--- config.mk ---
export PLATFORM = sky130hd
export DESIGN_NAME = efti_front
export DESIGN_NICKNAME = d
export VERILOG_FILES = /design/src/rtl/efti_pkg.sv /design/src/rtl/efti_front.sv
export SDC_FILE = /design/constraint.sdc
export NUM_CORES = 2
export LEC_CHECK = 0
export BUFFER_PORTS_ARGS = -buffer_cell sky130_fd_sc_hd__clkbuf_2
export CAP_MARGIN = 20
export CORE_ASPECT_RATIO = 1.4
export CORE_MARGIN = 2
export CORE_UTILIZATION = 25
export DETAILED_ROUTE_END_ITERATION = 8
export SETUP_SLACK_MARGIN = 0.2
export SLEW_MARGIN = 10
export SYNTH_ARGS = -nofsm -noshare
export SYNTH_HDL_FRONTEND = slang
export SYNTH_SLANG_ARGS = --single-unit
--- constraint.sdc ---
create_clock -name clock -period 20.2 [get_ports clock]
set_input_delay 1.01 -clock clock [delete_from_list [all_inputs] [get_ports clock]]
set_output_delay 1.01 -clock clock [all_outputs]
set_load 0.02 [all_outputs]
--- src/rtl/efti_pkg.sv ---
// Package for the escape-time fractal iterator: widths, register codes,
// shared types and the Q4.28 saturation helper. No dependencies.
`default_nettype none

package efti_pkg;

   localparam int Q_W        = 32;              // Q4.28 coordinate width
   localparam int FRAC_W     = 28;              // fraction bits
   localparam int PIX_W      = 10;              // pixel index width
   localparam int STEP_W     = 29;              // step register width
   localparam int CNT_W      = 16;              // iteration counter width
   localparam int MAX_DIM    = 1024;            // pixels per axis
   localparam int PROD_W     = 2 * Q_W;         // Q8.56 product width
   localparam int SAT_W      = PIX_W + STEP_W + 2;
   localparam int CSR_IDX_W  = 3;
   localparam int CSR_DATA_W = 32;
   localparam int Q_DEPTH    = 2;               // front-to-back queue entries
   localparam int PTR_W      = (Q_DEPTH > 1) ? $clog2(Q_DEPTH) : 1;
   localparam int LVL_W      = $clog2(Q_DEPTH + 1);

   // 4.0 in Q8.56
   localparam logic [PROD_W-1:0] FOUR_Q56 = PROD_W'(1) << (2 * FRAC_W + 2);

   typedef enum logic [CSR_IDX_W-1:0] {
      CSR_MODE     = 3'd0,
      CSR_LOWER_X  = 3'd1,
      CSR_LOWER_Y  = 3'd2,
      CSR_STEP     = 3'd3,
      CSR_JULIA_RE = 3'd4,
      CSR_JULIA_IM = 3'd5,
      CSR_MAX_ITER = 3'd6
   } csr_index_type;

   typedef enum logic [1:0] {
      BK_IDLE,
      BK_MUL,
      BK_ADD
   } back_state_type;

   typedef struct packed {
      logic                    mode;     // 1 selects Julia
      logic signed [Q_W-1:0]   lower_x;
      logic signed [Q_W-1:0]   lower_y;
      logic [STEP_W-1:0]       step;
      logic signed [Q_W-1:0]   julia_re;
      logic signed [Q_W-1:0]   julia_im;
      logic [CNT_W-1:0]        max_iter;
   } cfg_type;

   typedef struct packed {
      logic signed [Q_W-1:0] re;
      logic signed [Q_W-1:0] im;
      logic signed [Q_W-1:0] cre;
      logic signed [Q_W-1:0] cim;
   } point_type;

   typedef struct packed {
      logic [LVL_W-1:0] level;
      logic             full;
      logic             empty;
   } queue_status_type;

   // Clamp a wide signed value into the Q4.28 range
   function automatic logic signed [Q_W-1:0] sat_q(input logic signed [SAT_W-1:0] v);
      logic [SAT_W-Q_W:0] top_bits;
      top_bits = v[SAT_W-1:Q_W-1];
      if ((&top_bits) || (~|top_bits)) begin
         return v[Q_W-1:0];
      end else if (v[SAT_W-1]) begin
         return {1'b1, {(Q_W-1){1'b0}}};
      end else begin
         return {1'b0, {(Q_W-1){1'b1}}};
      end
   endfunction

endpackage

`default_nettype wire

--- src/rtl/efti_front.sv ---
// Front end: accepts a pixel, forms its Q4.28 start point and constant.
// Depends on efti_pkg.
`default_nettype none

module efti_front
   import efti_pkg::*;
(
   input  wire logic             clock,
   input  wire logic             reset,
   input  wire cfg_type          cfg,
   input  wire logic             in_valid,
   output logic                  in_ready,
   input  wire logic [PIX_W-1:0] in_row,
   input  wire logic [PIX_W-1:0] in_col,
   output logic                  pt_valid,
   input  wire logic             pt_ready,
   output point_type             pt
);

   logic                          pt_valid_ff, pt_valid_in;
   point_type                     pt_ff, pt_in;
   logic [PIX_W-1:0]              row_cl, col_cl;
   logic [PIX_W+STEP_W-1:0]       off_x, off_y;
   logic signed [SAT_W-1:0]       sum_x, sum_y;

   always_comb begin
      row_cl = in_row;
      col_cl = in_col;
      if (32'(in_row) > MAX_DIM - 1) begin
         row_cl = PIX_W'(MAX_DIM - 1);
      end
      if (32'(in_col) > MAX_DIM - 1) begin
         col_cl = PIX_W'(MAX_DIM - 1);
      end
      off_x = row_cl * cfg.step;
      off_y = col_cl * cfg.step;
      sum_x = {{(SAT_W-Q_W){cfg.lower_x[Q_W-1]}}, cfg.lower_x}
              + $signed({2'b00, off_x});
      sum_y = {{(SAT_W-Q_W){cfg.lower_y[Q_W-1]}}, cfg.lower_y}
              + $signed({2'b00, off_y});
      pt_in.re = sat_q(sum_x);
      pt_in.im = sat_q(sum_y);
      if (cfg.mode) begin
         pt_in.cre = cfg.julia_re;
         pt_in.cim = cfg.julia_im;
      end else begin
         pt_in.cre = pt_in.re;
         pt_in.cim = pt_in.im;
      end
   end

   assign in_ready = !pt_valid_ff || pt_ready;

   always_comb begin
      pt_valid_in = pt_valid_ff && !pt_ready;
      if (in_valid && in_ready) begin
         pt_valid_in = 1'b1;
      end
   end

   always_ff @(posedge clock) begin
      if (reset) begin
         pt_valid_ff <= 1'b0;
      end else begin
         pt_valid_ff <= pt_valid_in;
      end
   end

   always_ff @(posedge clock) begin
      if (in_valid && in_ready) begin
         pt_ff <= pt_in;
      end
   end

   assign pt_valid = pt_valid_ff;
   assign pt       = pt_ff;

endmodule

`default_nettype wire

==> out/qor.yml <==
status: "completed"
synth-edff-count: 128
io_buffers: 311
syn_inst: 3258
fin_tns_setup_ns: 0
core-area_mm2: 0.113
rsz0062_at_grt: "no"
async_flop_share: 0
die_h_um: 402
syn_area_mm2: 0.0283
nets: 4284
io_pins: 328
setup_viol: 0
criticalPathCategory: "primary input to flop"
cts_resized: 0
ys_warn_count: 0
syn_nets: 4122
slew-limit-headroom: 0.315
final_common_cell: "inv_1"
final_cell_mix: "inv_1 (480), nand2_1 (449), fa_1 (430)"
critPathSlowestCell: "fa_1"
top_usage_layer: "met2"
worst_clock_skew_ns: 0.0215
drc: 0
grt_pass1_vias: 24600
slowest_delay_ns: 0.56
clockBufferDepth: 2
yosysSeqAreaShare: 0.137
cts_setup_buffers: 0
drv_cap: 0
antenna_found_initial: 20
synth_cell_type_count: 81
grt_use_met1: 0.163
synth_xor_area_frac: 0.0427
start_util: 0.251
synth_area_leaders: "fa_1 (30%), edfxtp_1 (14%), ha_1 (10%)"
worst_slew_pin_slew_ns: 1.03
clock_latency_ns: 0.48
worst-path-max-fanout: 29
drive_gt1_frac: 0.113
period_share: 0.527
grt_start_max_net_pins: 66
synth_top_family_by_area: "adder cells"
fmax_mhz: 93.9
met2_usage: 0.268
cts_buffers: 17
postRouteWirelength_mm: 81.3
hold_viol: 0
synth_area_leader_cell: "fa_1"
hold_path.class: "flop to flop"
postRouteAntennaNets: 0
critPathArrivalTime_ns: 10.83
first_pass_iters: 5
dieArea_mm2: 0.116
hpwl_mm: 64.2
min_period_ns: 10.65
slew_violations: 0
syn2layout_area_growth_pct: 12.0
grt_pass1_wl_mm: 131
cts_tree: "done"
die_w_um: 288
clkTransAtPathRegs_ns: 0.08
grtUsageTotal: 0.143
yosys.area_share.simple: 0.177
end_kind: "flop"
grt_overflow: 0
synth.mux.area_fraction: 0.00106
use_met3: 0.0201
cts_hold_buf: 0
num_rows: 146
synthFlopType: "edfxtp_1"
yosysTopAreaCellShare: 0.304
wire_per_inst_um: 16.5
drtIter0Drc: 1186
synth_compound_area_frac: 0.145
cts_root_buf: "clkbuf_16"
htree_levels: 4
hold_slack_ns: 0.526
place_congestion: 0.861
startpoint_type: "primary input"
ys_ff_latch: 129
cts.sinks: 129
syn_avg_cell_area_um2: 8.68
via_count: 23100
cp.required_ns: 20.39
via_per_inst: 4.70
synth-adder-area-share: 0.409
## registers in the layout (all words and copies together), names as in the netlist
name / flops
pt_valid: 1
pt: 128
## synthesized netlist by cell type (5+ instances only)
cell / number
a2111oi_0: 5
a211oi_1: 15
a21boi_0: 10
a21o_1: 73
a21oi_1: 190
a22oi_1: 5
a31o_2: 5
a31oi_1: 9
and2_1: 292
and3_1: 16
and4_1: 6
buf_1: 6
buf_2: 15
clkbuf_1: 152
edfxtp_1: 128
fa_1: 430
ha_1: 236
inv_1: 480
nand2_1: 449
nand2b_1: 26
nand3_1: 19
nand4_1: 19
nor2_1: 95
nor2b_1: 27
nor3_1: 29
nor4_1: 9
o211ai_1: 28
o21a_1: 19
o21ai_0: 87
o21ai_1: 100
o21bai_1: 21
o311ai_1: 15
o31ai_1: 10
or2_2: 7
or3_1: 14
xnor2_1: 93
xor2_1: 41
## final cells by class
cell class              instances  area, µm²
clock buffers                  17        425
repair buffers                320       1650
diodes                          7       17.5
clock inverters                15        143
flip-flops and latches        129       3860
well taps                    1480       1850
multi-input cells            2470      21900
inverters                     482       1810
fillers                     12000      81000
## critical path, delay by kind of cell
family	cells	cell delay (ns)
XOR/XNOR	1	0.18
adder cells (fa/ha/maj)	7	3.33
AND/OR/NAND/NOR	8	2.17
buffers and inverters	8	1.32
AO/OA/AOI/OAI	11	2.78
## metrics by stage
| stage | setup WS, ns | instance area [µm²] | utilization | cells |
|---|---|---|---|---|
| after floorplan | 11.07 | 28300 | - | 3258 |
| after global placement | 8.93 | 31100 | 0.276 | 4880 |
| after detailed placement | 8.84 | 31100 | 0.276 | 4880 |
| after CTS | 9.32 | 31600 | 0.281 | 4912 |
| after global routing | 8.84 | 31700 | 0.281 | 4918 |
| final | 9.55 | 31700 | 0.281 | 4920 |
## metal layers
layer	wire length, µm	vias to the layer above
li1	-	10900
met5	176	-
met2	44100	460
met3	3290	140
met1	31500	11600
met4	2160	28
## logic make-up (layout without fill, tap and decap cells)
logic type,Yosys count,in the layout
other,0,7
adder cells (fa/ha/maj),666,666
AO/OA/AOI/OAI,648,648
buffers and inverters,659,834
AND/OR/NAND/NOR,1017,1017
multiplexers,3,3
flip-flops,129,129
XOR/XNOR,136,136
## path summary, 6_finish.rpt
path                                start  endpoint  slack, ns  depth (start not counted)
worst max-delay path            in_row[1]    pt[54]       9.55                         35
worst min-delay path             pt_valid  pt_valid       0.53                          2
worst max register to register   pt_valid   pt[106]      17.74                          3
worst min register to register   pt_valid  pt_valid       0.53                          2
Power is not shown: default switching activity piles up to over one toggle a cycle in this logic, so the estimate is an artifact.
