===== src/rtl/efti_pkg.sv =====
// Package for the escape-time fractal iterator: widths, register codes,
// shared types and the Q4.28 saturation helper. No dependencies.
`default_nettype none

package efti_pkg;

   localparam int Q_W        = 32;              // Q4.28 coordinate width
   localparam int FRAC_W     = 28;              // fraction bits
   localparam int PIX_W      = 10;              // pixel index width
   localparam int STEP_W     = 29;              // step register width
   localparam int CNT_W      = 16;              // iteration counter width
   localparam int MAX_DIM    = 1024;            // pixels per axis
   localparam int PROD_W     = 2 * Q_W;         // Q8.56 product width
   localparam int SAT_W      = PIX_W + STEP_W + 2;
   localparam int CSR_IDX_W  = 3;
   localparam int CSR_DATA_W = 32;
   localparam int Q_DEPTH    = 2;               // front-to-back queue entries
   localparam int PTR_W      = (Q_DEPTH > 1) ? $clog2(Q_DEPTH) : 1;
   localparam int LVL_W      = $clog2(Q_DEPTH + 1);

   // 4.0 in Q8.56
   localparam logic [PROD_W-1:0] FOUR_Q56 = PROD_W'(1) << (2 * FRAC_W + 2);

   typedef enum logic [CSR_IDX_W-1:0] {
      CSR_MODE     = 3'd0,
      CSR_LOWER_X  = 3'd1,
      CSR_LOWER_Y  = 3'd2,
      CSR_STEP     = 3'd3,
      CSR_JULIA_RE = 3'd4,
      CSR_JULIA_IM = 3'd5,
      CSR_MAX_ITER = 3'd6
   } csr_index_type;

   typedef enum logic [1:0] {
      BK_IDLE,
      BK_MUL,
      BK_ADD
   } back_state_type;

   typedef struct packed {
      logic                    mode;     // 1 selects Julia
      logic signed [Q_W-1:0]   lower_x;
      logic signed [Q_W-1:0]   lower_y;
      logic [STEP_W-1:0]       step;
      logic signed [Q_W-1:0]   julia_re;
      logic signed [Q_W-1:0]   julia_im;
      logic [CNT_W-1:0]        max_iter;
   } cfg_type;

   typedef struct packed {
      logic signed [Q_W-1:0] re;
      logic signed [Q_W-1:0] im;
      logic signed [Q_W-1:0] cre;
      logic signed [Q_W-1:0] cim;
   } point_type;

   typedef struct packed {
      logic [LVL_W-1:0] level;
      logic             full;
      logic             empty;
   } queue_status_type;

   // Clamp a wide signed value into the Q4.28 range
   function automatic logic signed [Q_W-1:0] sat_q(input logic signed [SAT_W-1:0] v);
      logic [SAT_W-Q_W:0] top_bits;
      top_bits = v[SAT_W-1:Q_W-1];
      if ((&top_bits) || (~|top_bits)) begin
         return v[Q_W-1:0];
      end else if (v[SAT_W-1]) begin
         return {1'b1, {(Q_W-1){1'b0}}};
      end else begin
         return {1'b0, {(Q_W-1){1'b1}}};
      end
   endfunction

endpackage

`default_nettype wire


===== src/rtl/efti_queue.sv =====
// Short queue of start points between front and back end.
// Depends on efti_pkg.
`default_nettype none

module efti_queue
   import efti_pkg::*;
(
   input  wire logic      clock,
   input  wire logic      reset,
   input  wire logic      in_valid,
   output logic           in_ready,
   input  wire point_type in_data,
   output logic           out_valid,
   input  wire logic      out_ready,
   output point_type      out_data,
   output queue_status_type status
);

   point_type          mem_ff [Q_DEPTH];
   logic [PTR_W-1:0]   wr_ptr_ff, wr_ptr_in;
   logic [PTR_W-1:0]   rd_ptr_ff, rd_ptr_in;
   logic [LVL_W-1:0]   level_ff, level_in;
   logic               push, pop;

   assign in_ready  = (level_ff != LVL_W'(Q_DEPTH));
   assign out_valid = (level_ff != '0);
   assign push      = in_valid && in_ready;
   assign pop       = out_valid && out_ready;
   assign out_data  = mem_ff[rd_ptr_ff];

   always_comb begin
      wr_ptr_in = wr_ptr_ff;
      rd_ptr_in = rd_ptr_ff;
      level_in  = level_ff;
      if (push) begin
         wr_ptr_in = (wr_ptr_ff == PTR_W'(Q_DEPTH - 1)) ? '0 : wr_ptr_ff + 1'b1;
      end
      if (pop) begin
         rd_ptr_in = (rd_ptr_ff == PTR_W'(Q_DEPTH - 1)) ? '0 : rd_ptr_ff + 1'b1;
      end
      if (push && !pop) begin
         level_in = level_ff + 1'b1;
      end else if (pop && !push) begin
         level_in = level_ff - 1'b1;
      end
   end

   always_ff @(posedge clock) begin
      if (reset) begin
         wr_ptr_ff <= '0;
         rd_ptr_ff <= '0;
         level_ff  <= '0;
      end else begin
         wr_ptr_ff <= wr_ptr_in;
         rd_ptr_ff <= rd_ptr_in;
         level_ff  <= level_in;
      end
   end

   always_ff @(posedge clock) begin
      if (push) begin
         mem_ff[wr_ptr_ff] <= in_data;
      end
   end

   assign status.level = level_ff;
   assign status.full  = !in_ready;
   assign status.empty = !out_valid;

endmodule

`default_nettype wire


===== config.mk =====
export PLATFORM = sky130hd
export DESIGN_NAME = efti_queue
export DESIGN_NICKNAME = d
export VERILOG_FILES = /design/src/rtl/efti_pkg.sv /design/src/rtl/efti_queue.sv
export SDC_FILE = /design/constraint.sdc
export NUM_CORES = 1
export LEC_CHECK = 0
export ABC_AREA = 1
export BUFFER_PORTS_ARGS = -buffer_cell sky130_fd_sc_hd__buf_2
export CAP_MARGIN = 10
export CORE_UTILIZATION = 49
export CTS_BUF_LIST = sky130_fd_sc_hd__clkbuf_8
export DETAILED_ROUTE_END_ITERATION = 10
export PLACE_DENSITY = 0.9
export RECOVER_POWER = 50
export SLEW_MARGIN = 20
export SYNTH_ARGS = -nofsm -noshare
export SYNTH_HDL_FRONTEND = slang
export SYNTH_SLANG_ARGS = --single-unit

===== constraint.sdc =====
create_clock -name clock -period 7.8 [get_ports clock]
set_input_delay 1.56 -clock clock [delete_from_list [all_inputs] [get_ports clock]]
set_output_delay 1.56 -clock clock [all_outputs]
set_load 0.01 [all_outputs]

==> results of run 1 <==
==> cells by family after synthesis <==
family / Yosys count / share of synthesized area (%)
multiplexers: 128 / 15.1
adder cells (fa/ha/maj): 1 / 0.131
AO/OA/AOI/OAI: 5 / 0.262
buffers and inverters: 24 / 2.25
flip-flops: 261 / 81.5
AND/OR/NAND/NOR: 18 / 0.760
==> worst max-delay path: stages <==
cell      delay [ns]
buf_2           0.08
o21ai_0         0.30
nor2_4          0.18
clkbuf_1        2.65
==> registers in the layout (all words and copies together), names as in the netlist, named ones only <==
name       flops
rd_ptr_ff      1
mem_ff       256
wr_ptr_ff      1
level_ff       2
==> cells in the final DEF (no fill, tap or decap), drive strengths merged, types with 3 or more instances in the layout <==
cell type  Yosys  final
clkinv         0     12
nand2          6      6
nor2           9      9
mux2         128    128
dfxtp          5      5
bufinv         0      3
clkbuf         8    113
buf            6    207
inv           10     20
o21ai          3      3
edfxtp       256    256
==> cell type report <==
| type | instances | area, um2 |
|---|---|---|
| sequential | 261 | 7790 |
| fill | 1398 | 7030 |
| timing repair buffer | 270 | 1270 |
| clock buffer | 50 | 688 |
| clock inverter | 25 | 181 |
| multi-input combinational | 152 | 1570 |
| tap | 260 | 325 |
| inverter | 10 | 37.5 |
==> through the flow <==
stage	std cells	total power, mW	util [%]
after floorplan	437	2.43	-
after global placement	953	2.67	58.7
after detailed placement	953	2.69	58.7
after CTS	1028	3.88	63.3
after global routing	1028	4.01	62.8
final	1028	3.84	62.8
==> Yosys cell counts (all sizes together) <==
cell type | count | area [um2]
buf | 6 | 67.6
o21ai | 3 | 15.0
ha | 1 | 12.5
dfxtp | 5 | 100
nand4 | 1 | 6.26
a21oi | 2 | 10.0
clkbuf | 8 | 110
inv | 10 | 37.5
nand3 | 2 | 10.0
edfxtp | 256 | 7690
nand2 | 6 | 22.5
nor2 | 9 | 33.8
mux2 | 128 | 1440
==> final timing paths <==
path / startpoint / endpoint / slack (ns) / depth (start not counted)
setup / recovery: in_valid / mem_ff[0][82] / 3.00 / 4
hold reg to reg: rd_ptr_ff / flip-flop / 0.53 / 2
setup reg to reg: level_ff[0] / mem_ff[0][82] / 3.65 / 3
hold / removal: rd_ptr_ff / flip-flop / 0.53 / 2
==> layer usage <==
metal,vias up,global-route usage (%),routed length (um)
met5,-,0,0
met1,2479,19.8,6790
met2,208,29.9,9180
met4,0,6.73,408
met3,35,5.13,1220
li1,2328,-,-
==> power by group through the flow <==
stage / clock network, mW / logic (mW) / registers [mW]
CTS: 1.21 / 0.815 / 1.85
detailed placement: 0 / 0.810 / 1.88
floorplan: 0 / 0.552 / 1.88
global placement: 0 / 0.794 / 1.87
global route: 1.26 / 0.856 / 1.90
finish: 1.18 / 0.796 / 1.87
==> metrics, run 1 <==
status=finished with violations; violated checks=capacitance limit, slew limit; crit path DAT=4.83 ns; first-pass GRT wire length=25.9 mm; total grt overflow=0; DP Worst Slack=3.92 ns; drt total wl=17.6 mm; Tcrit/Tclk final=61.5%; Worst Hold Class=reg2reg; Max Fanout on Critical Path=65; Syn Inst Count=437; Max Buffers Root-to-Sink=3; DRT iter0 DRCs=207; vias=5050; Final ANT Viol Nets=0; htree depth=2; antenna violations before repair=0; Core Box Area=18900 um2; worst rel slew slack=-151%; Worst Max-Slew Pin Slew=3.76 ns; WHS=0.526 ns; Area after DPL=11100 um2; Sink Count=261; largest net degree at the start of global routing=between 70 and 80; IO Pins=266; vias in the first global route=5099; unrepaired setup endpoints after global routing=no; Slew Viols, Final=260; part of the power in the clock network=30.6%; Max Clock Freq=0.208 GHz; PnR worst setup slack=3.00 ns; GR Util All Layers=17.1%; Chip Width=142 um; CTS Buf Count=42; n_diodes=0; mean post-synth cell area=between 20 and 25 um2; TritonCTS clock tree=yes; Critical Path Start Type=primary input; Max IR drop VDD=0.266 mV; cts hold-fix bufs=0; Layout area overhead=24.2%; Final Hold Fails=0; clock root buffer=clkbuf_8; switching power=1.01 mW; # DRC=0; Reg power frac=48.7%; Nets=870; post-synth cell types=14; fin area=11900 um2; #FFs+latches synth=approximately 260; Ys Warns=0; Final min period=4.80 ns; Final GP Congestion=0.724; Post-CTS Setup Inserts=0; worst skew pair latency=around 0.52 ns; Final setup viols=0; Die Footprint=20100 um2; syn_nets=570; Crit. End Element=flip-flop; number of max-cap violations=4; Worst Path Required=a little under 8 ns; Comb power frac=20.7%; IO buf count=between 200 and 300; sequential share of the synthesized area=81.5%; die extent in y=142 um; Resize count post-CTS=0; Pwr per Cell Area=324 nW/um2; starting density of the core=50.6%; Pint=2.84 mW; mean routed wirelength per cell=17.1 um; Vias per Instance=4.91; first drt pass iteration count=4; sw frac=26.2%; Final HPWL DP=11.4 mm; clock-pin slew on the worst setup and hold paths=roughly 0.060 ns; clk_skew=between 0.01 and 0.015 ns; Rows=50; Mapped Area=9550 um2; layout cells sized above 1=51.4%; setup_tns=0 ns; CP Class=in2reg; Leak Pwr=4.37 nW
No activity file was read; power rests on OpenSTA's default activity.
==> run 2, diff against run 1 <==
- ABC_AREA: 1 -> 0
- clock period: 7.8 -> 3.9 ns (I/O delays scaled with it)
==> metrics, run 2 <==
status=finished with violations; violated checks=capacitance limit, slew limit; commonest cells in the netlist=edfxtp_1 (256), mux2_2 (128), buf_2 (14), dfxtp_1 (5), nor2_1 (4); number of max-cap violations=2 (-2); clk_skew=0.0136 ns (-0.000948 ns); IO Pins=266 (unchanged); mean routed wirelength per cell=18.0 um (+5.1%); Regs by FF count=mem_ff: 256 flops, level_ff: 2 flops; Max Buffers Root-to-Sink=3 (unchanged); CTS Buf Count=39 (-7.1%); Max Fanout on Critical Path=66 (+1.5%); CP Class=reg2reg; vias=5006 (-0.87%); Vias per Instance=5.08 (+3.5%); clock-pin slew on the worst setup and hold paths=0.06 ns (about the same); Final setup viols=0 (unchanged); layout cells sized above 1=53.7% (+2.3 points); Final HPWL DP=11.4 mm (-0.40%); Final Hold Fails=0 (unchanged); Rows=50 (unchanged); Worst Reg-to-Reg Cells=5 (+2); Post-CTS Setup Inserts=0 (unchanged); Leak Pwr=4.34 nW (-0.52%); Reg-to-Reg Start=level_ff[0]; max reg flops=256 (unchanged); Resize count post-CTS=0 (unchanged); Slew Viols, Final=98 (-62%); worst rel slew slack=-16.5% (+130 points); highest metal used=met5; Top reg by flops=mem_ff; Primary FF master, synth=edfxtp_1; most area-consuming cells after synthesis=edfxtp_1 (81%), mux2_2 (15%), dfxtp_1 (1.1%); drt total wl=17.7 mm (+0.72%); Max Clock Freq=0.341 GHz; Chip Width=141 um (-0.63%); GR Util All Layers=17.5% (+0.41 points); DRT iter0 DRCs=273 (+32%); Final GP Congestion=0.745 (+3.0%); htree depth=2 (unchanged); largest area contributor in the netlist=edfxtp_1; Core Box Area=18800 um2 (-0.66%); Worst Path Required=3.99 ns (-3.84 ns); Worst Hold Class=in2reg; Syn Inst Count=425 (-2.7%); Worst Max-Slew Pin Slew=1.75 ns (-2.02 ns); Final min period=2.94 ns; Nets=856 (-1.6%); met2 routed WL=9.21 mm (+0.41%); crit path DAT=3.03 ns (-1.80 ns); unrepaired setup endpoints after global routing=no; Tcrit/Tclk final=between 70 and 80%; Sink Count=261 (unchanged); TritonCTS clock tree=yes; hold depth=1 (-1); worst skew pair latency=0.51 ns (about the same); die extent in y=141 um (-0.63%); Die Footprint=19800 um2 (-1.3%); Ys Warns=0 (unchanged); cts hold-fix bufs=0 (unchanged); met3 WL=1.58 mm (+29%); Pwr per Cell Area=651 nW/um2 (+100%); Mapped Area=9430 um2 (-1.3%); Layout area overhead=24.6%; Min-Delay Startpoint=in_data[20]; commonest non-fill, non-tap cell in the layout=edfxtp_1; top cell type's share of synthesized area=81.5% (+1.0 points); Crit. End Element=flip-flop; vias in the first global route=5484 (+7.6%); mean post-synth cell area=22.2 um2 (+1.5%); clock root buffer=clkbuf_8; timing startpoint of the critical path=level_ff[0]; # DRC=0 (unchanged); sequential share of the synthesized area=82.6% (+1.0 points); setup_tns=0 ns (unchanged); most common cell in the netlist=edfxtp_1; Fillers=1303 (-6.8%); first drt pass iteration count=4 (unchanged); #FFs+latches synth=261 (unchanged); WL met1=6.39 mm (-5.8%); Max IR drop VDD=0.578 mV (+120%); Final ANT Viol Nets=0 (unchanged); largest net degree at the start of global routing=67 (-14%); total grt overflow=0 (unchanged); Critical Path Start Type=flip-flop; WHS=0.459 ns (-0.0667 ns); most frequent cells in the layout=edfxtp_1 (256), buf_2 (218), mux2_2 (128), clkbuf_1 (46), clkbuf_8 (41); IO buf count=265 (unchanged); post-synth cell types=15 (+1); first-pass GRT wire length=26.5 mm (+2.5%); asr flop ratio synth=0% (unchanged); antenna violations before repair=2 (+2); number of enable flip-flop cells after synthesis=256 (unchanged); syn_nets=558 (-2.1%); starting density of the core=50.3% (-0.31 points)
## run 2: final timing paths
path / end / slack [ns]
max: mem_ff[0][2] / 0.96
min: mem_ff[0][20] / 0.46
max reg2reg: mem_ff[0][2] / 0.96
min reg2reg: flip-flop / 0.51
## run 2: cell families (layout without fill, tap and decap cells)
family	after synthesis	count (layout)	synth area share, %
other	0	1	0
AND/OR/NAND/NOR	9	9	0.584
adder cells (fa/ha/maj)	1	1	0.133
buffers and inverters	18	343	0.902
flip-flops	261	261	82.6
multiplexers	128	128	15.3
XOR/XNOR	3	3	0.279
AO/OA/AOI/OAI	5	5	0.265
## run 2: critical path: stages (launching register included)
cell and delay (ns):
dfxtp_1 0.45, nand2b_1 0.19, inv_1 0.09, or3_1 0.38, clkinvlp_4 0.10, clkbuf_2 1.23
## run 2: cell type report
class                      count  area [um2]  area share [%]
inverter                       4        18.8           0.160
antenna                        1        2.50          0.0213
clock inverter                27         185            1.58
tap                          234         293            2.49
clock buffer                  41         564            4.80
timing repair buffer         271        1350            11.5
sequential                   261        7790            66.3
multi-input combinational    146        1550            13.2
## run 2: where the power goes
part / total (mW) / internal [mW] / switching [mW]
sequential: 3.64 / 3.54 / 0.107
combinational: 1.88 / 0.857 / 1.02
clock: 2.13 / 1.17 / 0.957
total: 7.65 / 5.56 / 2.08
## run 2: metal layers
layer  vias up  global-route usage, %
met5         -                      0
met4         2                   7.55
met3        45                   6.83
met2       216                   31.4
met1      2457                   18.1
li1       2286                      -
## run 2: per-stage QoR
stage	power, mW	worst slack (ns)	area (um2)	std cells	utilization (%)
after floorplan	4.85	0.627	9440	425	-
after global placement	5.55	1.38	11100	916	59.1
after detailed placement	5.60	1.35	11100	916	59.1
after CTS	7.74	1.18	11800	984	63.1
after global routing	7.97	0.845	11800	984	62.6
final	7.65	0.964	11800	985	62.6
==> run 3, diff against run 2 <==
- clock period: 3.9 -> 2.5 ns (I/O delays scaled with it)
==> metrics, run 3 (synthesis gave the netlist of run 2 again) <==
Crit. End Element=output pin; total grt overflow=0 (unchanged); IO buf count=265 (unchanged); DRT iter0 DRCs=183 (-33%); worst rel slew slack=57.0% (+73 points); GRT busiest layer=met2; IO Pins=266 (unchanged); antenna violations before repair=1 (-1); met2 Track Usage GR=32.1% (+0.68 points); largest net degree at the start of global routing=70 (+4.5%); crit path DAT=1.88 ns (-1.15 ns); Worst Max-Slew Pin Slew=0.645 ns (-1.10 ns); Tcrit/Tclk final=95.4%; htree depth=2 (unchanged); Max IR drop VDD=0.686 mV (+19%); clock-pin slew on the worst setup and hold paths=0.06 ns (about the same); Slew Viols, Final=0 (-100%); Final GP Congestion=0.808 (+8.4%); DP Cell Count=921 (+0.55%); Final HPWL DP=11.9 mm (+4.4%); TritonCTS clock tree=yes; Max Buffers Root-to-Sink=3 (unchanged); clock root buffer=clkbuf_8; Core Box Area=18800 um2 (unchanged); CP Class=reg2out; drt total wl=17.7 mm (-0.30%); Min-Delay Startpoint=in_data[89]; commonest non-fill, non-tap cell in the layout=edfxtp_1; Pwr per Cell Area=1000 nW/um2 (+54%); met1 usage in global routing=16.9% (-1.2 points); most frequent cells in the layout=edfxtp_1 (256), buf_2 (230), mux2_2 (128), clkbuf_8 (41), clkbuf_1 (35); die extent in y=141 um (unchanged); cts hold-fix bufs=0 (unchanged); # DRC=0 (unchanged); first-pass GRT wire length=25.7 mm (-3.0%); Worst Path Required=2.00 ns (-1.99 ns); worst skew pair latency=0.51 ns (about the same); Post-CTS Setup Inserts=0 (unchanged); Sink Count=261 (unchanged); status=finished, final reports clean; CTS Buf Count=40 (+2.6%); max reg flops=256 (unchanged); Worst Hold Class=in2reg; first drt pass iteration count=4 (unchanged); Max Fanout on Critical Path=21 (-68%); Die Footprint=19800 um2 (unchanged); clk_skew=0.0124 ns (-0.00119 ns); layout cells sized above 1=55.6% (+1.9 points); mean routed wirelength per cell=17.8 um (-0.80%); Reg-to-Reg Start=level_ff[0]; post-layout util=62.9% (+0.30 points); vias=4997 (-0.18%); Final min period=2.38 ns; Final Hold Fails=0 (unchanged); Top reg by flops=mem_ff; Rows=50 (unchanged); starting density of the core=50.3% (unchanged); unrepaired setup endpoints after global routing=no; Critical Path Start Type=flip-flop; met3 usage=7.17% (+0.34 points); Max Clock Freq=0.419 GHz; Final ANT Viol Nets=0 (unchanged); Layout area overhead=25.2%; Regs by FF count=mem_ff: 256 flops, level_ff: 2 flops; Vias per Instance=5.05 (-0.68%); Resize count post-CTS=0 (unchanged); Nets=862 (+0.70%); GR Util All Layers=17.2% (-0.27 points); Final setup viols=0 (unchanged); Leak Pwr=4.40 nW (+1.3%); number of max-cap violations=0 (-2); vias in the first global route=5129 (-6.5%); Chip Width=141 um (unchanged); Final Non-Filler Cells=990 (+0.51%)
-- run 3: metrics by stage --
step | area [um2] | TNS (ns) | hold slack [ns] | setup slack, ns | total power [mW]
after global routing | 11800 | 0 | 0.126 | 0.0245 | 12.4
after global placement | 11200 | 0 | 0.485 | 0.639 | 8.68
after CTS | 11900 | 0 | 0.135 | 0.0791 | 12.0
after floorplan | 9450 | -76.27 | 0.456 | -0.479 | 7.58
final | 11800 | 0 | 0.176 | 0.115 | 11.8
after detailed placement | 11200 | 0 | 0.512 | 0.610 | 8.80
-- run 3: critical path, stage by stage (launching register included) --
cell and delay, ns:
dfxtp_4 0.49, buf_4 0.35, mux2_2 0.39, buf_2 0.14
-- run 3: area by class of cell --
type | count | area (um2)
multi-input cells | 146 | 1560
clock inverters | 27 | 156
inverters | 4 | 20.0
flip-flops and latches | 261 | 7790
repair buffers | 276 | 1430
well taps | 234 | 293
clock buffers | 41 | 564
diodes | 1 | 2.50
fillers | 1333 | 6960
-- run 3: power breakdown --
part / total [mW] / leakage, nW / internal [mW] / switching [mW]
Sequential: 5.67 / 2.43 / 5.50 / 0.172
Clock: 3.17 / 0.420 / 1.72 / 1.46
Combinational: 2.99 / 1.55 / 1.39 / 1.59
Total: 11.8 / 4.40 / 8.61 / 3.22
-- run 3: layer usage --
layer  up-vias  share of wire [%]
met3        44                9.5
met4         2                2.8
met1      2396                 34
li1       2306                  -
met2       249                 53
met5         -              0.074
-- run 3: path summary, 6_finish.rpt --
check / end / slack (ns) / cells past startpoint
worst max register to register: mem_ff[1][47] / 0.26 / 3
worst min register to register: wr_ptr_ff / 0.53 / 2
worst max-delay path: out_data[126] / 0.12 / 3
worst min-delay path: mem_ff[0][89] / 0.18 / 1
